<file path="config.mk">
export PLATFORM = sky130hd
export DESIGN_NAME = date_offset_by_days
export DESIGN_NICKNAME = d
export VERILOG_FILES = /design/src/hdl/dobd_pkg.sv /design/src/hdl/dobd_accum.sv /design/src/hdl/date_offset_by_days.sv
export SDC_FILE = /design/constraint.sdc
export NUM_CORES = 1
export LEC_CHECK = 0
export BUFFER_PORTS_ARGS = -buffer_cell sky130_fd_sc_hd__buf_2
export CAP_MARGIN = 20
export CORE_UTILIZATION = 40
export CTS_CLUSTER_SIZE = 16
export DETAILED_ROUTE_END_ITERATION = 8
export SLEW_MARGIN = 20
export SYNTH_ARGS = -nofsm -noshare
export SYNTH_HDL_FRONTEND = slang
export SYNTH_SLANG_ARGS = --single-unit
</file>
<file path="constraint.sdc">
create_clock -name clk -period 10.6 [get_ports clk]
set_input_delay 1.59 -clock clk [delete_from_list [all_inputs] [get_ports clk]]
set_output_delay 1.59 -clock clk [all_outputs]
set_load 0.01 [all_outputs]
</file>
<file path="src/hdl/dobd_pkg.sv">
`timescale 1ns / 1ps

package dobd_pkg;

  localparam int ACC_W  = 26;
  localparam int YMAG_W = 18;

  localparam logic [8:0]  CYC_YEARS = 9'd400;
  localparam logic [17:0] CYC_DAYS  = 18'd146097;
  localparam logic [8:0]  YEAR_DAYS = 9'd365;
  localparam logic [8:0]  LAST_YEAR = 9'd399;

  typedef struct packed {
    logic load;
    logic en;
    logic inv_acc;
    logic inv_k;
  } acc_ctl_t;

  // position in the 400-year cycle, 0 being the multiple of 400
  function automatic logic leap_in_cycle(input logic [8:0] a);
    return (a[1:0] == 2'b00) && (a != 9'd100) && (a != 9'd200) && (a != 9'd300);
  endfunction

  function automatic logic [4:0] month_len(input logic [3:0] m, input logic lp);
    logic [3:0] mc;
    logic [4:0] len;
    mc = m;
    if (m == 4'd0) begin
      mc = 4'd1;
    end else if (m > 4'd12) begin
      mc = 4'd12;
    end
    unique case (mc)
      4'd2: begin
        len = lp ? 5'd29 : 5'd28;
      end
      4'd4, 4'd6, 4'd9, 4'd11: begin
        len = 5'd30;
      end
      default: begin
        len = 5'd31;
      end
    endcase
    return len;
  endfunction

endpackage

</file>
<file path="src/hdl/dobd_accum.sv">
`timescale 1ns / 1ps

module dobd_accum (
  input  logic                            clk,
  input  dobd_pkg::acc_ctl_t              ctl,
  input  logic [dobd_pkg::ACC_W-1:0]      k,
  output logic [dobd_pkg::ACC_W-1:0]      acc,
  output logic [dobd_pkg::ACC_W-1:0]      sum
);

  logic [dobd_pkg::ACC_W-1:0] acc_r;
  logic [dobd_pkg::ACC_W-1:0] acc_nxt;
  logic [dobd_pkg::ACC_W-1:0] opa;
  logic [dobd_pkg::ACC_W-1:0] opb;
  logic [1:0]                 cin;

  // sum = (+/-acc) + (+/-k)
  always_comb begin
    opa = ctl.inv_acc ? ~acc_r : acc_r;
    opb = ctl.inv_k ? ~k : k;
    cin = {1'b0, ctl.inv_acc} + {1'b0, ctl.inv_k};
    sum = opa + opb + dobd_pkg::ACC_W'(cin);
    if (ctl.load) begin
      acc_nxt = k;
    end else if (ctl.en) begin
      acc_nxt = sum;
    end else begin
      acc_nxt = acc_r;
    end
  end

  always_ff @(posedge clk) begin
    acc_r <= acc_nxt;
  end

  assign acc = acc_r;

endmodule

</file>
<file path="src/hdl/date_offset_by_days.sv">
`timescale 1ns / 1ps

// Channel   Ports                                  Handshake
// input     in_date_year .. in_offset_days         beat taken when start && !busy
// result    out_start_day_number .. out_range_error one beat per input, out_valid for one cycle
//
// The shared accumulator walks whole 400-year cycles, then single years, then months, first
// to build the day number and again to take it apart. busy stays high during the walk; the
// result beat is strobed in the first cycle with busy low, or in the cycle right after the
// accepting edge for an invalid year.
// Synchronous active-low reset returns the sequencer to idle and drops out_valid.
// The receiver cannot stall: every result beat is taken in its strobe cycle.

module date_offset_by_days #(
  parameter int MAX_YEAR = 9999
) (
  input  logic               clk,
  input  logic               rst_n,
  input  logic               start,
  output logic               busy,
  input  logic signed [14:0] in_date_year,
  input  logic        [3:0]  in_date_month,
  input  logic        [4:0]  in_date_day,
  input  logic signed [23:0] in_offset_days,
  output logic               out_valid,
  output logic signed [22:0] out_start_day_number,
  output logic signed [24:0] out_end_day_number,
  output logic signed [14:0] out_end_year,
  output logic        [3:0]  out_end_month,
  output logic        [4:0]  out_end_day,
  output logic               out_range_error
);

  localparam int          AW         = dobd_pkg::ACC_W;
  localparam int          YW         = dobd_pkg::YMAG_W;
  localparam logic [31:0] MaxYear32  = 32'(MAX_YEAR);

  localparam logic [3:0] S_IDLE   = 4'd0;
  localparam logic [3:0] S_TD_CYC = 4'd1;
  localparam logic [3:0] S_TD_YR  = 4'd2;
  localparam logic [3:0] S_TD_MON = 4'd3;
  localparam logic [3:0] S_TD_DAY = 4'd4;
  localparam logic [3:0] S_TD_OFF = 4'd5;
  localparam logic [3:0] S_FD_ABS = 4'd6;
  localparam logic [3:0] S_FD_CYC = 4'd7;
  localparam logic [3:0] S_FD_YR  = 4'd8;
  localparam logic [3:0] S_FD_MON = 4'd9;
  localparam logic [3:0] S_FD_DAY = 4'd10;

  logic [3:0]    state_r, state_nxt;
  logic          neg_r, neg_nxt;
  logic [14:0]   rem_r, rem_nxt;
  logic [8:0]    k_r, k_nxt;
  logic [3:0]    mon_r, mon_nxt;
  logic [3:0]    mon_in_r, mon_in_nxt;
  logic [4:0]    day_in_r, day_in_nxt;
  logic [23:0]   off_r, off_nxt;
  logic [22:0]   s_r, s_nxt;
  logic [24:0]   e_r, e_nxt;
  logic          epos_r, epos_nxt;
  logic [YW-1:0] ymag_r, ymag_nxt;
  logic [8:0]    j_r, j_nxt;

  logic          out_valid_r, out_valid_nxt;
  logic [22:0]   out_start_r, out_start_nxt;
  logic [24:0]   out_end_r, out_end_nxt;
  logic [14:0]   out_year_r, out_year_nxt;
  logic [3:0]    out_mon_r, out_mon_nxt;
  logic [4:0]    out_day_r, out_day_nxt;
  logic          out_err_r, out_err_nxt;

  dobd_pkg::acc_ctl_t ctl;
  logic [AW-1:0]      k_op;
  logic [AW-1:0]      acc;
  logic [AW-1:0]      sum;

  logic [14:0] yabs;
  logic        y_bad;
  logic        accept;
  logic        sum_pos;
  logic        acc_pos;
  logic [8:0]  ypos_in;
  logic        lp_in;
  logic [8:0]  ypos_e;
  logic        lp_e;
  logic [4:0]  mlen_in;
  logic [4:0]  mlen_cur;
  logic [4:0]  mlen_e;

  dobd_accum u_accum (
    .clk (clk),
    .ctl (ctl),
    .k   (k_op),
    .acc (acc),
    .sum (sum)
  );

  always_comb begin
    yabs    = in_date_year[14] ? (15'd0 - unsigned'(in_date_year)) : unsigned'(in_date_year);
    y_bad   = (in_date_year == 15'sd0) || ({17'd0, yabs} > MaxYear32);
    accept  = start && !busy;
    sum_pos = !sum[AW-1] && (sum != '0);
    acc_pos = !acc[AW-1] && (acc != '0);

    ypos_in = neg_r ? rem_r[8:0] : ((rem_r[8:0] == dobd_pkg::LAST_YEAR) ? 9'd0
                                                                          : rem_r[8:0] + 9'd1);
    lp_in   = dobd_pkg::leap_in_cycle(ypos_in);
    ypos_e  = epos_r ? ((j_r == dobd_pkg::CYC_YEARS) ? 9'd0 : j_r) : (j_r - 9'd1);
    lp_e    = dobd_pkg::leap_in_cycle(ypos_e);
    mlen_in  = dobd_pkg::month_len(mon_in_r, lp_in);
    mlen_cur = dobd_pkg::month_len(mon_r, lp_in);
    mlen_e   = dobd_pkg::month_len(mon_r, lp_e);
  end

  always_comb begin
    state_nxt  = state_r;
    neg_nxt    = neg_r;
    rem_nxt    = rem_r;
    k_nxt      = k_r;
    mon_nxt    = mon_r;
    mon_in_nxt = mon_in_r;
    day_in_nxt = day_in_r;
    off_nxt    = off_r;
    s_nxt      = s_r;
    e_nxt      = e_r;
    epos_nxt   = epos_r;
    ymag_nxt   = ymag_r;
    j_nxt      = j_r;

    out_valid_nxt = 1'b0;
    out_start_nxt = out_start_r;
    out_end_nxt   = out_end_r;
    out_year_nxt  = out_year_r;
    out_mon_nxt   = out_mon_r;
    out_day_nxt   = out_day_r;
    out_err_nxt   = out_err_r;

    ctl  = '0;
    k_op = '0;

    unique case (state_r)
      S_IDLE: begin
        if (accept) begin
          if (y_bad) begin
            out_valid_nxt = 1'b1;
            out_start_nxt = '0;
            out_end_nxt   = '0;
            out_year_nxt  = '0;
            out_mon_nxt   = '0;
            out_day_nxt   = '0;
            out_err_nxt   = 1'b1;
          end else begin
            neg_nxt    = in_date_year[14];
            rem_nxt    = yabs - 15'd1;
            day_in_nxt = in_date_day;
            off_nxt    = in_offset_days;
            if (in_date_month == 4'd0) begin
              mon_in_nxt = 4'd1;
            end else if (in_date_month > 4'd12) begin
              mon_in_nxt = 4'd12;
            end else begin
              mon_in_nxt = in_date_month;
            end
            ctl.load  = 1'b1;
            state_nxt = S_TD_CYC;
          end
        end
      end
      S_TD_CYC: begin
        if (rem_r >= {6'd0, dobd_pkg::CYC_YEARS}) begin
          k_op    = AW'(dobd_pkg::CYC_DAYS);
          ctl.en  = 1'b1;
          rem_nxt = rem_r - {6'd0, dobd_pkg::CYC_YEARS};
        end else begin
          k_nxt     = '0;
          state_nxt = S_TD_YR;
        end
      end
      S_TD_YR: begin
        if ({6'd0, k_r} < rem_r) begin
          k_op   = AW'(dobd_pkg::YEAR_DAYS) +
                   AW'(dobd_pkg::leap_in_cycle(neg_r ? k_r : k_r + 9'd1));
          ctl.en = 1'b1;
          k_nxt  = k_r + 9'd1;
        end else begin
          mon_nxt   = neg_r ? mon_in_r + 4'd1 : 4'd1;
          state_nxt = S_TD_MON;
        end
      end
      S_TD_MON: begin
        if (neg_r ? (mon_r <= 4'd12) : (mon_r < mon_in_r)) begin
          k_op    = AW'(mlen_cur);
          ctl.en  = 1'b1;
          mon_nxt = mon_r + 4'd1;
        end else begin
          state_nxt = S_TD_DAY;
        end
      end
      S_TD_DAY: begin
        ctl.en = 1'b1;
        if (neg_r) begin
          // t = -(t + len - day)
          k_op        = AW'(mlen_in) - AW'(day_in_r);
          ctl.inv_acc = 1'b1;
          ctl.inv_k   = 1'b1;
        end else begin
          k_op = AW'(day_in_r);
        end
        state_nxt = S_TD_OFF;
      end
      S_TD_OFF: begin
        s_nxt     = acc[22:0];
        k_op      = {{(AW-24){off_r[23]}}, off_r};
        ctl.en    = 1'b1;
        state_nxt = S_FD_ABS;
      end
      S_FD_ABS: begin
        e_nxt    = acc[24:0];
        epos_nxt = acc_pos;
        if (!acc_pos) begin
          k_op        = AW'(1);
          ctl.inv_acc = 1'b1;
          ctl.en      = 1'b1;
        end
        ymag_nxt  = YW'(1);
        j_nxt     = 9'd1;
        state_nxt = S_FD_CYC;
      end
      S_FD_CYC: begin
        k_op      = AW'(dobd_pkg::CYC_DAYS);
        ctl.inv_k = 1'b1;
        if (sum_pos) begin
          ctl.en   = 1'b1;
          ymag_nxt = ymag_r + YW'(dobd_pkg::CYC_YEARS);
        end else begin
          state_nxt = S_FD_YR;
        end
      end
      S_FD_YR: begin
        k_op      = AW'(dobd_pkg::YEAR_DAYS) + AW'(lp_e);
        ctl.inv_k = 1'b1;
        if (sum_pos) begin
          ctl.en   = 1'b1;
          ymag_nxt = ymag_r + YW'(1);
          j_nxt    = j_r + 9'd1;
        end else begin
          mon_nxt   = epos_r ? 4'd1 : 4'd12;
          state_nxt = S_FD_MON;
        end
      end
      S_FD_MON: begin
        k_op      = AW'(mlen_e);
        ctl.inv_k = 1'b1;
        if (sum_pos && (mon_r >= 4'd1) && (mon_r <= 4'd12)) begin
          ctl.en  = 1'b1;
          mon_nxt = epos_r ? mon_r + 4'd1 : mon_r - 4'd1;
        end else begin
          if (mon_r == 4'd0) begin
            mon_nxt = 4'd1;
          end else if (mon_r > 4'd12) begin
            mon_nxt = 4'd12;
          end
          state_nxt = S_FD_DAY;
        end
      end
      S_FD_DAY: begin
        // BC: day = len - d + 1
        k_op          = AW'(mlen_e) + AW'(1);
        ctl.inv_acc   = 1'b1;
        out_valid_nxt = 1'b1;
        out_start_nxt = s_r;
        out_end_nxt   = e_r;
        if ({{(32-YW){1'b0}}, ymag_r} > MaxYear32) begin
          out_err_nxt  = 1'b1;
          out_year_nxt = '0;
          out_mon_nxt  = '0;
          out_day_nxt  = '0;
        end else begin
          out_err_nxt  = 1'b0;
          out_year_nxt = epos_r ? ymag_r[14:0] : (15'd0 - ymag_r[14:0]);
          out_mon_nxt  = mon_r;
          out_day_nxt  = epos_r ? acc[4:0] : sum[4:0];
        end
        state_nxt = S_IDLE;
      end
      default: begin
        state_nxt = S_IDLE;
      end
    endcase
  end

  always_ff @(posedge clk) begin
    if (!rst_n) begin
      state_r     <= S_IDLE;
      out_valid_r <= 1'b0;
    end else begin
      state_r     <= state_nxt;
      out_valid_r <= out_valid_nxt;
    end
  end

  always_ff @(posedge clk) begin
    neg_r       <= neg_nxt;
    rem_r       <= rem_nxt;
    k_r         <= k_nxt;
    mon_r       <= mon_nxt;
    mon_in_r    <= mon_in_nxt;
    day_in_r    <= day_in_nxt;
    off_r       <= off_nxt;
    s_r         <= s_nxt;
    e_r         <= e_nxt;
    epos_r      <= epos_nxt;
    ymag_r      <= ymag_nxt;
    j_r         <= j_nxt;
    out_start_r <= out_start_nxt;
    out_end_r   <= out_end_nxt;
    out_year_r  <= out_year_nxt;
    out_mon_r   <= out_mon_nxt;
    out_day_r   <= out_day_nxt;
    out_err_r   <= out_err_nxt;
  end

  assign busy                 = (state_r != S_IDLE);
  assign out_valid            = out_valid_r;
  assign out_start_day_number = signed'(out_start_r);
  assign out_end_day_number   = signed'(out_end_r);
  assign out_end_year         = signed'(out_year_r);
  assign out_end_month        = out_mon_r;
  assign out_end_day          = out_day_r;
  assign out_range_error      = out_err_r;

  a_valid_idle: assert property (@(posedge clk) disable iff (!rst_n)
    out_valid |-> !busy)
    else $error("result beat while busy");

  a_bad_year: assert property (@(posedge clk) disable iff (!rst_n)
    (start && !busy && in_date_year == 15'sd0) |=> (out_valid && out_range_error))
    else $error("year zero not flagged");

  a_month_ok: assert property (@(posedge clk) disable iff (!rst_n)
    (out_valid && !out_range_error) |->
      (out_end_month >= 4'd1 && out_end_month <= 4'd12 && out_end_day != 5'd0))
    else $error("result month or day out of range");

  a_busy_start: assert property (@(posedge clk) disable iff (!rst_n)
    $rose(busy) |-> $past(start))
    else $error("busy without start");

endmodule
</file>
=== Word level (Yosys, flattened, before mapping) ===
Index checks and enable logic that the tools add are counted.

* $add $sub $neg: 20
* $lt $le $gt $ge: 10
* Equal/unequal tests: 45
* Multiplexer cells: 96
* Bitwise gates (word level): 3
* Reductions and logical operators: 50

{| class="wikitable"
|+ Operator list
! kind !! number
|-
| $pmux W26 S10 || 1
|-
| $mux W26 || 5
|-
| $mux W15 || 8
|-
| $mux W4 || 23
|-
| $mux W9 || 8
|-
| $pmux W15 S2 || 2
|-
| $mux W18 || 3
|-
| $pmux W18 S3 || 1
|-
| $not A26 Y26 || 2
|-
| $reduce_bool A26 Y1 || 2
|-
| $mux W25 || 2
|-
| $pmux W25 S2 || 1
|-
| $mux W23 || 2
|-
| $pmux W23 S2 || 1
|-
| $pmux W4 S10 || 1
|-
| $pmux W9 S2 || 2
|-
| $eq A4 B3 Y1 const B || 8
|-
| $sub A1 B15 Y15 const A || 2
|-
| $eq A4 B4 Y1 const B || 7
|-
| $ne A2 B2 Y1 const B || 14
|-
| $add A9 B1 Y9 const B || 3
|-
| $ne A9 B7 Y1 const B || 3
|-
| $ne A9 B8 Y1 const B || 3
|-
| $ne A9 B9 Y1 const B || 3
|-
| 52 further kinds || 117
|}

* Bits in registers: 242
* Input port bits: 51
* Output and inout bits: 75
* Logic and storage cells: 246

=== Depth between registers and ports, before layout ===
Gate-level depths: netlist of run 1.

* Depth in word-level cells: 24
* Depth in mapped cells: 32
* Gate-level depth less buffers: 31

=== Hierarchy ===
From an unflattened synthesis of run 1, not the netlist that was laid out.

* Cells, all modules: 1512
* Area total of the unflattened synthesis: 15401.0 um^2

{| class="wikitable"
|+ Modules (own cells, without submodules)
! module !! instances !! cells each !! area an instance (um^2) !! seq. area each (um^2)
|-
| date_offset_by_days || 1 || 1147 || 12082.8 || 6436.2
|-
| dobd_accum || 1 || 365 || 3318.2 || 780.7
|}

=== Worst setup path after synthesis of run 1 ===
No wires, ideal clock.

* Kind: register to register
* Start: register neg_r
* End: register u_accum.acc_r, in the netlist u_accum.acc[0] (enable)
* Library setup time: 562 ps
* Arrival time: 7113 ps
* Data required time: 10038 ps
* Setup slack: 2925 ps
* Cell stages (with the launch flop): 30
* Buffers on the path: 0
* Clock period less this slack: 7675 ps
* Cells stage by stage: edfxtp_1 -> nand4b_1 -> xnor2_1 -> nand3_1 -> o22ai_1 -> o32ai_1 -> or4_1 -> a31o_2 -> o21ai_0 -> nand2_1 -> o31ai_1 -> ha_1 -> fa_1 -> a21oi_1 -> a22o_1 -> a221oi_1 -> o221ai_1 -> xnor2_1 -> ha_1 -> inv_1 -> fa_1 -> nor2b_1 -> o31ai_4 -> a2111o_1 -> a31oi_2 -> o2111ai_1 -> nand4b_4 -> or4_4 -> a211oi_4 -> nand4_1

* Cells in the longest elaborated chain, start to end: 21
* Elaborated cells on any way between the ends: 45
* Those cells by class: 5 x add/sub; 6 x eq/ne; 19 x mux; 1 x bitwise; 14 x reduce/logical

{| class="wikitable"
|+ RTL lines
! what !! line !! source
|-
| start: declaration || date_offset_by_days.sv:51 || <nowiki>logic neg_r, neg_nxt;</nowiki>
|-
| start signal: assignment || date_offset_by_days.sv:303 || <nowiki>neg_r <= neg_nxt;</nowiki>
|-
| $mux W9 || date_offset_by_days.sv:105 || <nowiki>ypos_in = neg_r ? rem_r[8:0] : ((rem_r[8:0] == dobd_pkg::LAST_YEAR) ? 9'd0</nowiki>
|-
| $ne A9 B7 Y1 or $logic_not A2 Y1 (tied branches) || dobd_pkg.sv:22 || <nowiki>return (a[1:0] == 2'b00) && (a != 9'd100) && (a != 9'd200) && (a != 9'd300);</nowiki>
|-
| $logic_and A1 B1 Y1 (3 in a row) || dobd_pkg.sv:22 ||
|-
| $mux W1 || dobd_pkg.sv:36 || <nowiki>len = lp ? 5'd29 : 5'd28;</nowiki>
|-
| $pmux W2 S2 || dobd_pkg.sv:34 || <nowiki>unique case (mc)</nowiki>
|-
| $sub A5 B5 Y6 || date_offset_by_days.sv:203 || <nowiki>k_op = AW'(mlen_in) - AW'(day_in_r);</nowiki>
|-
| $mux W26 || date_offset_by_days.sv:201 || <nowiki>if (neg_r) begin</nowiki>
|-
| $pmux W26 S10 || date_offset_by_days.sv:141 || <nowiki>unique case (state_r)</nowiki>
|-
| (+2 left out) || n/a ||
|-
| $add A26 B26 Y26 || dobd_accum.sv:22 || <nowiki>sum = opa + opb + dobd_pkg::ACC_W'(cin);</nowiki>
|-
| $add A26 B2 Y26 || dobd_accum.sv:22 ||
|-
| $reduce_bool A26 Y1 or $logic_not A1 Y1 (tied branches) || date_offset_by_days.sv:102 || <nowiki>sum_pos = !sum[AW-1] && (sum != '0);</nowiki>
|-
| $logic_and A1 B1 Y1 || date_offset_by_days.sv:102 ||
|-
| $logic_and A1 B1 Y1 (2 in a row) || date_offset_by_days.sv:254 || <nowiki>if (sum_pos && (mon_r >= 4'd1) && (mon_r <= 4'd12)) begin</nowiki>
|-
| $mux W1 || date_offset_by_days.sv:254 ||
|-
| $pmux W1 S7 * || date_offset_by_days.sv:141 ||
|-
| $reduce_bool A2 Y1 (no line) * || n/a ||
|-
| end signal: assignment || dobd_accum.sv:33 || <nowiki>acc_r <= acc_nxt;</nowiki>
|-
| end: declaration || dobd_accum.sv:11 || <nowiki>logic [dobd_pkg::ACC_W-1:0] acc_r;</nowiki>
|}

Mark *: on every way between the ends. The rest lies on a longest branch, timed or not.
A chain may end at the register's enable or synchronous reset.

=== Worst setup path after layout of run 1 ===
* Start: register neg_r
* End: register mon_r[2] (enable)

* Cells in the longest elaborated chain, start to end: 18
* Elaborated cells on any way between the ends: 41
* Those cells by class: 5 x add/sub; 8 x eq/ne; 15 x mux; 1 x bitwise; 12 x reduce/logical

{| class="wikitable"
|+ RTL lines
! what !! line !! source
|-
| $mux W9 || date_offset_by_days.sv:105 ||
|-
| $ne A9 B7 Y1 or $logic_not A2 Y1 (tied branches) || dobd_pkg.sv:22 ||
|-
| $logic_and A1 B1 Y1 (3 in a row) || dobd_pkg.sv:22 ||
|-
| $mux W1 || dobd_pkg.sv:36 ||
|-
| $pmux W2 S2 || dobd_pkg.sv:34 ||
|-
| $sub A5 B5 Y6 || date_offset_by_days.sv:203 ||
|-
| $mux W26 || date_offset_by_days.sv:201 ||
|-
| $pmux W26 S10 || date_offset_by_days.sv:141 ||
|-
| $not A26 Y26 || dobd_accum.sv:20 || <nowiki>opb = ctl.inv_k ? ~k : k;</nowiki>
|-
| $mux W26 || dobd_accum.sv:20 ||
|-
| $add A26 B26 Y26 || dobd_accum.sv:22 ||
|-
| $add A26 B2 Y26 || dobd_accum.sv:22 ||
|-
| $reduce_bool A26 Y1 or $logic_not A1 Y1 (tied branches) || date_offset_by_days.sv:102 ||
|-
| $logic_and A1 B1 Y1 || date_offset_by_days.sv:102 ||
|-
| $ne A2 B2 Y1 (no line) || n/a ||
|-
| $reduce_and A4 Y1 (no line) * || n/a ||
|-
| end signal: assignment || date_offset_by_days.sv:306 || <nowiki>mon_r <= mon_nxt;</nowiki>
|-
| end: declaration || date_offset_by_days.sv:54 || <nowiki>logic [3:0] mon_r, mon_nxt;</nowiki>
|}

Marks and branches as above.

==> results.yml, run 1 <==
outcome:
  run_status: "finished clean"
pwr:
  highest_ir_drop_seen_on_vdd_mv: 0.147
  clkPwrFrac_pct: 21.4
  net-switching-power_uw: 1750
  power-per-cell-area_mw_per_mm2: 259
  switching_share_of_power_pct: 39.9
  pwr-share-seq_pct: 36.0
  p_int_uw: 2640
  p_leak_uw: 0.00657
  combinational_group_share_of_total_power_pct: 42.6
routing:
  drt_iter0_markers: 767
  post_drt_wl_per_cell_um: 17.7
  final_antenna_net_count: 0
  drtPass1Iterations: 5
  total_vias_in_the_final_route: 11300
  drcViolationCount: 0
  routed_wirelength_mm: 36.0
  drt-vias-per-instance: 5.54
placed_design:
  place_inst: 1981
  pre_cts_ws_ns: 2.22
  port_buffers: 125
  detailedPlacementHpwl_mm: 26.3
  place_congestion: 0.924
global_route:
  grt_overflow: 0
  first_global_vias: 10600
  grt_util_all_layers_pct: 18.6
  initial_antenna_violation_count: 0
  grt_first_pass_wirelength_mm: 57.1
  pin_count_of_the_biggest_net_entering_global_routing: 71
die:
  boundaryPins: 126
  die_area_mm2: 0.0383
  die_w_um: 196
  floorplan.initialDensity_pct: 40.8
  floorplan.die.height_um: 196
  placementRows: 70
  core_mm2: 0.0368
finish:
  drive_above_1_share_pct: 13.7
  syn2layout_area_growth_pct: 13.0
  antenna_cells: 0
  fin_cells: 2031
  nets_finish: 1681
  final_core_utilization_pct: 46.1
clock_network:
  clock_root_buffer: "sky130_fd_sc_hd__clkbuf_16"
  tritoncts.num_buffers: 27
  cts_max_level: 1
  cts_resized: 0
  holdBufCountCts: 0
  path_clk_slew_ns: 0.06
  cts_tree: "done"
  clk_latency_ns: 0.55
  cts_post_setup_buffers_inserted: 0
  deepest_clock_path_buffer_count: 3
  numClockSinks: 242
synthesis:
  seq_area_frac_synth_pct: 48.1
  mapped_nets: 1585
  synth_cells: 1446
  netlist_area_mm2: 0.0150
  yosys_most_used_dff: "sky130_fd_sc_hd__edfxtp_1"
  synth-warning-count: 0
  yosysUniqueCellTypes: 91
  synth_enable_flop_cells: 237
  syn_area_per_cell_um2: 10.4
  share_of_flip_flops_with_an_asynchronous_set_or_reset_after_synthesis_pct: 0
  postSynthRegisterBits: 242
worst_setup_path:
  crit_path_start: "neg_r"
  setup.worst_path.end_class: "register"
  startpoint_type: "register"
  timing.critical_path.slowest_cell_delay_ns: 0.72
  crit_required_ns: 10.77
  crit_type: "register to register"
  crit_slowest_cell: "sky130_fd_sc_hd__edfxtp_1"
  worstPathMaxFanout: 25
  reg2reg_from: "neg_r"
  reg2reg_slack_ns: 2.07
  worst_r2r_path_depth: 29
  cp_data_arrival_time_ns: 8.70
  critical_path.endpoint: "mon_r[2]"
  rr_endpoint: "mon_r[2]"
  library_cell_appearing_most_often_on_the_critical_path: "sky130_fd_sc_hd__ha_1"
timing:
  setup_total_negative_slack_ns: 0
  finalHoldViolations: 0
  setup_ws_ns: 2.07
  highest_clock_rate_ghz: 0.117
  period_share_pct: 80.5
  clock-skew-final_ns: 0.0147
  rsz0062_at_grt: "false"
  period_needed_ns: 8.53
  timing_max_transition_violations_final: 0
  slew_headroom_pct: 33.3
  worst-slew-pin-transition_ns: 0.998
  finalSetupViolations: 0
hold_path:
  worst_min_delay_path_class: "register to register"
  hold_depth: 0
run:
  cap_viol_max_count: 0
state kept, by name, summed over array words and instances, names as in the netlist, 4 cells and up:
| register | cells |
|---|---|
| u_accum.acc | 26 |
| out_end_month | 4 |
| e_r | 25 |
| out_end_year | 15 |
| ymag_r | 18 |
| j_r | 9 |
| out_end_day | 5 |
| day_in_r | 5 |
| rem_r | 15 |
| mon_r | 4 |
| state_r | 4 |
| k_r | 9 |
| off_r | 24 |
| s_r | 23 |
| out_start_day_number | 23 |
| out_end_day_number | 25 |
| mon_in_r | 4 |
metrics by stage:
step	cell area [µm²]	total power (µW)	hold WS, ns
after floorplan	15000	2930	0.473
after global placement	16100	3430	0.490
final	16900	4390	0.502
after CTS	16900	4400	0.505
after global routing	16900	4690	0.531
after detailed placement	16100	3440	0.489
layer usage:
layer  GRT usage (%)  routed length, µm  vias to the layer above
li1                -                  -                     5555
met1            26.8              17500                     5327
met2            29.7              16000                      322
met3            2.06               1720                       56
met4            4.87                718                        0
met5               0                  0                        -
cell usage in the layout, fill, tap and decap left out, types with 19 or more instances in the layout:
cell	Yosys	routed
sky130_fd_sc_hd__a21o_1	26	26
sky130_fd_sc_hd__a21oi_1	73	73
sky130_fd_sc_hd__a31oi_1	22	22
sky130_fd_sc_hd__and2_1	68	68
sky130_fd_sc_hd__buf_2	9	125
sky130_fd_sc_hd__clkbuf_16	0	27
sky130_fd_sc_hd__edfxtp_1	237	237
sky130_fd_sc_hd__ha_1	86	86
sky130_fd_sc_hd__inv_1	50	50
sky130_fd_sc_hd__nand2_1	103	103
sky130_fd_sc_hd__nand2b_1	19	19
sky130_fd_sc_hd__nand3_1	55	55
sky130_fd_sc_hd__nor2_1	136	136
sky130_fd_sc_hd__nor3_1	34	34
sky130_fd_sc_hd__nor4_1	21	21
sky130_fd_sc_hd__o21ai_0	64	63
sky130_fd_sc_hd__xnor2_1	54	54
sky130_fd_sc_hd__xor2_1	67	67
cell families (layout without fill, tap and decap cells):
group	count (synthesis)	in the layout	synth area share [%]
DFF	242	242	48.1
adders and majority gates	88	88	7.44
and+or+nand+nor	537	537	18.5
AOI/OAI and AO/OA	321	321	14.6
xor gates and xnor gates	121	121	7.07
buffers and inverters	124	241	3.36
muxes	13	13	0.884
critical path, delay by kind of cell, from the launching register on:
kind | cells | cell delay, ns
compound gates | 9 | 1.27
simple gates | 15 | 4.51
xor+xnor | 2 | 0.61
fa+ha+maj | 3 | 1.05
flops | 1 | 0.72
Yosys cell counts (all sizes together) (17+ instances only):
cell type  number  share of area [%]
edfxtp        237                 47
nor2          136                3.4
nand2         103                2.6
ha             86                7.2
a21oi          73                2.4
and2           68                2.8
o21ai          67                2.3
xor2           67                3.9
nand3          55                1.8
xnor2          54                3.2
clkbuf         53                1.3
inv            51                1.3
nor3           34                1.1
a21o           26                1.3
a31oi          23                1.0
nor4           22               0.96
buf            20               0.75
nand2b         19               0.79
and3           17               0.71
worst min-delay path by stage:
| stage | startpoint | endpoint |
|---|---|---|
| 2_1_floorplan | u_accum.acc[23] | e_r[23] |
| 3_3_place_gp | u_accum.acc[23] | e_r[23] |
| 3_5_place_dp | u_accum.acc[23] | e_r[23] |
| 4_1_cts | u_accum.acc[23] | e_r[23] |
| 5_1_grt | s_r[1] | out_start_day_number[1] |
| 6_report | u_accum.acc[23] | e_r[23] |
final cells by class:
class | count | area (µm²)
fill | 3515 | 19800
multi-input combinational | 1080 | 7320
sequential | 242 | 7220
timing repair buffer | 140 | 738
clock buffer | 34 | 702
tap | 468 | 586
inverter | 51 | 191
clock inverter | 16 | 186
power by group through the flow:
stage | Combinational, µW | Clock [µW] | Sequential, µW
2_1_floorplan | 1410 | 0 | 1520
3_3_place_gp | 1840 | 0 | 1600
3_5_place_dp | 1840 | 0 | 1600
4_1_cts | 1860 | 962 | 1580
5_1_grt | 2080 | 999 | 1610
6_report | 1870 | 940 | 1580
Power figures use the tool's default switching activity.
==> run 2: changes to the inputs <==
clock period = 7.1 ns   (was 10.6 ns; I/O delays follow)
==> results.yml, run 2 (synthesized netlist as in run 1, its figures left out) <==
outcome:
  run_status: "finished clean"
worst_setup_path:
  worst_r2r_path_depth: 33
  path_delay_family: "simple AND/OR/NAND/NOR gates"
  crit_slowest_cell: "sky130_fd_sc_hd__or4_4"
  setup.worst_path.end_class: "register"
  reg2reg_slack_ns: 0.03
  reg2reg_from: "neg_r"
  cp_data_arrival_time_ns: 7.42
  worstPathMaxFanout: 7
  worstPathBufferInverterCount: 5
  startpoint_type: "register"
  crit_required_ns: 7.45
  rr_endpoint: "u_accum.acc[2]"
  crit_type: "register to register"
  timing.critical_path.slowest_cell_delay_ns: 0.61
clock_network:
  tritoncts.num_buffers: 28
  cts_max_level: 1
  clk_latency_ns: 0.59
  cts_tree: "done"
  numClockSinks: 242
  deepest_clock_path_buffer_count: 3
  path_clk_slew_ns: 0.06
  clock_root_buffer: "sky130_fd_sc_hd__clkbuf_16"
  holdBufCountCts: 0
timing:
  clock-skew-final_ns: 0.0387
  finalSetupViolations: 0
  rsz0062_at_grt: "true"
  period_needed_ns: 7.07
  whs_ns: 0.517
  setup_ws_ns: 0.0280
  finalHoldViolations: 0
  slew_headroom_pct: 35.0
  timing_max_transition_violations_final: 0
  period_share_pct: 99.6
  worst-slew-pin-transition_ns: 0.973
  highest_clock_rate_ghz: 0.141
routing:
  drt_iter0_markers: 801
  post_drt_wl_per_cell_um: 17.3
  drtPass1Iterations: 5
  routed_wirelength_mm: 36.3
  drt-vias-per-instance: 5.47
  final_antenna_net_count: 0
  drcViolationCount: 0
  total_vias_in_the_final_route: 11500
die:
  floorplan.die.height_um: 196
  die_w_um: 196
  die_area_mm2: 0.0383
  boundaryPins: 126
  placementRows: 70
  core_mm2: 0.0368
  floorplan.initialDensity_pct: 40.8
pwr:
  clkPwrFrac_pct: 20.1
  switching_share_of_power_pct: 38.9
  combinational_group_share_of_total_power_pct: 47.5
  p_leak_uw: 0.00701
  p_int_uw: 4380
  fin_total_pwr_uw: 7180
  power-per-cell-area_mw_per_mm2: 402
  net-switching-power_uw: 2790
  pwr-share-seq_pct: 32.4
  highest_ir_drop_seen_on_vdd_mv: 0.241
global_route:
  first_global_vias: 10800
  grt_util_all_layers_pct: 18.6
  grt_overflow: 0
  pin_count_of_the_biggest_net_entering_global_routing: 75
  grt_first_pass_wirelength_mm: 57.3
  initial_antenna_violation_count: 0
hold_path:
  min_from: "u_accum.acc[23]"
  worst_min_delay_path_class: "register to register"
  hold_depth: 0
  holdPathEnd: "e_r[23]"
finish:
  syn2layout_area_growth_pct: 19.0
  nets_finish: 1754
  layout_common_cells: "sky130_fd_sc_hd__edfxtp_1 (237), sky130_fd_sc_hd__nor2_1 (135), sky130_fd_sc_hd__buf_2 (125)"
  antenna_cells: 0
  filler_cell_count: 3404
  mostFrequentLayoutCell: "sky130_fd_sc_hd__edfxtp_1"
  largest_reg_flops: 26
  drive_above_1_share_pct: 20.1
placed_design:
  port_buffers: 125
  place_congestion: 0.888
  pre_cts_ws_ns: -0.187
  detailedPlacementHpwl_mm: 26.9
run:
  cap_viol_max_count: 0
==> run 2: layout make-up <==
| class | instances | area (µm²) | share of cell area [%] |
|---|---|---|---|
| multi-input cells | 1081 | 7590 | 42.5 |
| clock inverters | 14 | 193 | 1.08 |
| clock buffers | 35 | 727 | 4.07 |
| repair buffers | 211 | 1340 | 7.52 |
| well taps | 468 | 586 | 3.28 |
| flip-flops and latches | 242 | 7220 | 40.4 |
| inverters | 51 | 191 | 1.07 |
==> run 2: worst max-delay path by stage <==
stage,startpoint,end,cells past startpoint
floorplan,neg_r,u_accum.acc[0],29
global placement,neg_r,mon_r[1],32
detailed placement,rem_r[0],mon_r[1],31
CTS,neg_r,mon_r[3],32
global route,neg_r,u_accum.acc[2],32
finish,neg_r,u_accum.acc[2],33
==> run 2: what timing repair did <==
item,in CTS,in global routing
gates cloned,0,3
buffers inserted,1,11
endpoints found under the hold margin,0,0
gates resized for setup,4,44
setup endpoints to repair,47,65
pin swaps,0,28
==> run 2: layer usage <==
metal / global-route usage (%) / wire length (µm) / vias to the layer above
met4: 4.46 / 604 / 0
met1: 27.4 / 17600 / 5471
met2: 29.3 / 16300 / 281
met5: 0 / 0 / -
li1: - / - / 5709
met3: 1.95 / 1790 / 43
==> run 2: power by group through the flow <==
stage	Clock, µW	Sequential (µW)	Combinational [µW]
after global routing	1520	2370	3750
after detailed placement	0	2350	3150
after CTS	1470	2320	3190
final	1440	2320	3410
after floorplan	0	2260	2140
after global placement	0	2340	3140
==> run 2: stage by stage <==
step                setup TNS [ns]  util (%)  instances  cell area, µm²
floorplan                    -7.04         -       1446           15000
global placement           -0.0537      45.1       2040           16600
detailed placement           -1.54      45.1       2040           16600
CTS                              0      47.6       2090           17500
global route                -13.70      48.5       2102           17800
finish                           0      48.5       2102           17800
==> run 3: changes to the inputs <==
SYNTH_HIERARCHICAL = 1   (was default)
==> results.yml, run 3 <==
outcome:
  violations: "negative setup slack"
  run_status: "finished with violations"
routing:
  drcViolationCount: 0
  drtPass1Iterations: 5
  post_drt_wl_per_cell_um: 17.1
  total_vias_in_the_final_route: 12400
  final_antenna_net_count: 0
  routed_wirelength_mm: 39.6
  drt_iter0_markers: 1073
  drt-vias-per-instance: 5.35
die:
  boundaryPins: 126
  die_area_mm2: 0.0393
  floorplan.initialDensity_pct: 40.8
  placementRows: 71
  core_mm2: 0.0378
  die_w_um: 198
  floorplan.die.height_um: 198
finish:
  post-route-cell-area_mm2: 0.0193
  syn2layout_area_growth_pct: 25.5
  mostFrequentLayoutCell: "sky130_fd_sc_hd__edfxtp_1"
  layout_common_cells: "sky130_fd_sc_hd__edfxtp_1 (237), sky130_fd_sc_hd__buf_4 (188), sky130_fd_sc_hd__nand2_1 (162)"
  final_core_utilization_pct: 51.2
  antenna_cells: 0
  largest_reg_flops: 26
  drive_above_1_share_pct: 26.6
  nets_finish: 1928
synthesis:
  most_frequent_cells_after_synthesis: "sky130_fd_sc_hd__edfxtp_1 (237), sky130_fd_sc_hd__nand2_1 (164), sky130_fd_sc_hd__nor2_1 (128)"
  synth_enable_flop_cells: 237
  synth-warning-count: 6
  postSynthRegisterBits: 242
  post-synth-top-count-cell: "sky130_fd_sc_hd__edfxtp_1"
  syn_area_per_cell_um2: 10.2
  cell_type_with_the_highest_aggregate_area_in_the_netlist: "sky130_fd_sc_hd__edfxtp_1"
  synthDominantCellAreaShare_pct: 46.2
  share_of_flip_flops_with_an_asynchronous_set_or_reset_after_synthesis_pct: 0
  synth.top_cells.by_area: "sky130_fd_sc_hd__edfxtp_1 (46%), sky130_fd_sc_hd__ha_1 (6.9%), sky130_fd_sc_hd__xor2_1 (5.0%), sky130_fd_sc_hd__nand2_1 (4.0%), sky130_fd_sc_hd__xnor2_1 (3.6%)"
  seq_area_frac_synth_pct: 46.9
  synth_cells: 1512
  mapped_nets: 1650
  yosysUniqueCellTypes: 95
  netlist_area_mm2: 0.0154
  yosys_most_used_dff: "sky130_fd_sc_hd__edfxtp_1"
hold_path:
  hold_depth: 0
  min_from: "u_accum/acc[24]"
  holdPathEnd: "e_r[24]"
  worst_min_delay_path_class: "register to register"
clock_network:
  cts_max_level: 1
  tritoncts.num_buffers: 28
  clk_latency_ns: 0.56
  cts_tree: "done"
  numClockSinks: 242
  clock_root_buffer: "sky130_fd_sc_hd__clkbuf_16"
  deepest_clock_path_buffer_count: 3
  path_clk_slew_ns: 0.06
  holdBufCountCts: 0
timing:
  period_needed_ns: 7.67
  slew_headroom_pct: 35.9
  highest_clock_rate_ghz: 0.130
  whs_ns: 0.523
  clock-skew-final_ns: 0.00794
  period_share_pct: 108
  worst-slew-pin-transition_ns: 0.959
  rsz0062_at_grt: "true"
  finalSetupViolations: 66
  finalHoldViolations: 0
  setup_ws_ns: -0.572
  timing_max_transition_violations_final: 0
worst_setup_path:
  crit_type: "register to register"
  reg2reg_from: "neg_r"
  worstPathMaxFanout: 4
  cp_data_arrival_time_ns: 7.98
  crit_slowest_cell: "sky130_fd_sc_hd__a2111oi_4"
  rr_endpoint: "mon_r[2]"
  timing.critical_path.slowest_cell_delay_ns: 0.45
  reg2reg_slack_ns: -0.57
  startpoint_type: "register"
  library_cell_appearing_most_often_on_the_critical_path: "sky130_fd_sc_hd__o31ai_2"
  setup.worst_path.end_class: "register"
  crit_required_ns: 7.41
  worst_r2r_path_depth: 35
placed_design:
  detailedPlacementHpwl_mm: 28.7
  pre_cts_ws_ns: -0.639
  placed_cell_area_mm2: 0.0176
  place_congestion: 0.890
  port_buffers: 125
global_route:
  first_global_vias: 11900
  grt_overflow: 0
  grt_util_all_layers_pct: 20.2
  pin_count_of_the_biggest_net_entering_global_routing: 56
  grt_first_pass_wirelength_mm: 63.4
  initial_antenna_violation_count: 0
run:
  cap_viol_max_count: 0
pwr:
  fin_total_pwr_uw: 7460
  p_leak_uw: 0.00823
  highest_ir_drop_seen_on_vdd_mv: 0.220
  power-per-cell-area_mw_per_mm2: 386
run 3: cell types whose count changed in the layout (fill, tap and decap cells not counted), sizes merged, moves of 12 or more:
| cell | change |
|---|---|
| buf | +125 |
| and2 | -64 |
| nand2 | +62 |
| and3 | +50 |
| xor2 | +21 |
| mux2 | +14 |
| nand3 | -12 |
run 3: cells by family after synthesis:
kind of cell | count (synthesis) | share of synthesized area [%]
buffers and inverters | 146 | 3.95
adders and majority gates | 87 | 7.17
xor gates and xnor gates | 152 | 8.64
DFF | 242 | 46.9
muxes | 31 | 2.31
and+or+nand+nor | 563 | 18.4
AOI/OAI and AO/OA | 291 | 12.7
run 3: final cells by class:
class / count / area, µm²
fillers: 3429 / 18400
multi-input cells: 1124 / 7890
flip-flops and latches: 242 / 7220
repair buffers: 336 / 2340
clock buffers: 33 / 719
well taps: 511 / 639
clock inverters: 19 / 304
inverters: 58 / 218
run 3: layer usage:
metal  GRT usage, %  vias to the layer above  wire length [µm]  share of wire [%]
met3           2.15                       67              2090                5.3
li1               -                     6085                 -                  -
met5              0                        -                 0                  0
met1           30.1                     5899             19100                 48
met2           31.1                      383             17600                 44
met4           5.25                        0               898                2.3
run 3: timing repair:
action | 4_1_cts | 5_1_grt
resized for setup | 68 | 19
pin swaps | 18 | 10
endpoints found under the setup margin | 65 | 67
gates cloned | 1 | 1
setup buffers | 56 | 8
run 3: report_power, final:
group / internal (µW) / total (µW) / switching (µW)
combinational: 1690 / 3600 / 1910
clock: 982 / 1570 / 586
sequential: 2010 / 2290 / 282
run 3: worst max-delay path by stage:
stage	from	endpoint	slack, ns	cells past startpoint
after detailed placement	neg_r	u_accum/acc[21]	-0.64	35
after floorplan	neg_r	u_accum/acc[0]	-0.18	32
final	neg_r	mon_r[2]	-0.57	35
after CTS	neg_r	mon_r[2]	-0.37	34
after global routing	neg_r	u_accum/acc[3]	-0.96	34
after global placement	neg_r	u_accum/acc[20]	-0.38	35
run 3: through the flow:
step / setup TNS, ns / std cells
floorplan: -4.58 / 1512
global placement: -12.91 / 2217
detailed placement: -26.74 / 2217
CTS: -11.59 / 2325
global route: -50.58 / 2323
finish: -25.19 / 2323
run 3: critical path: cells and delay by family (launching register included):
family,cells,cell delay [ns]
compound gates,15,2.98
xor+xnor,2,0.42
fa+ha+maj,4,1.36
buf+inv,5,0.50
flops,1,0.42
simple gates,9,1.69
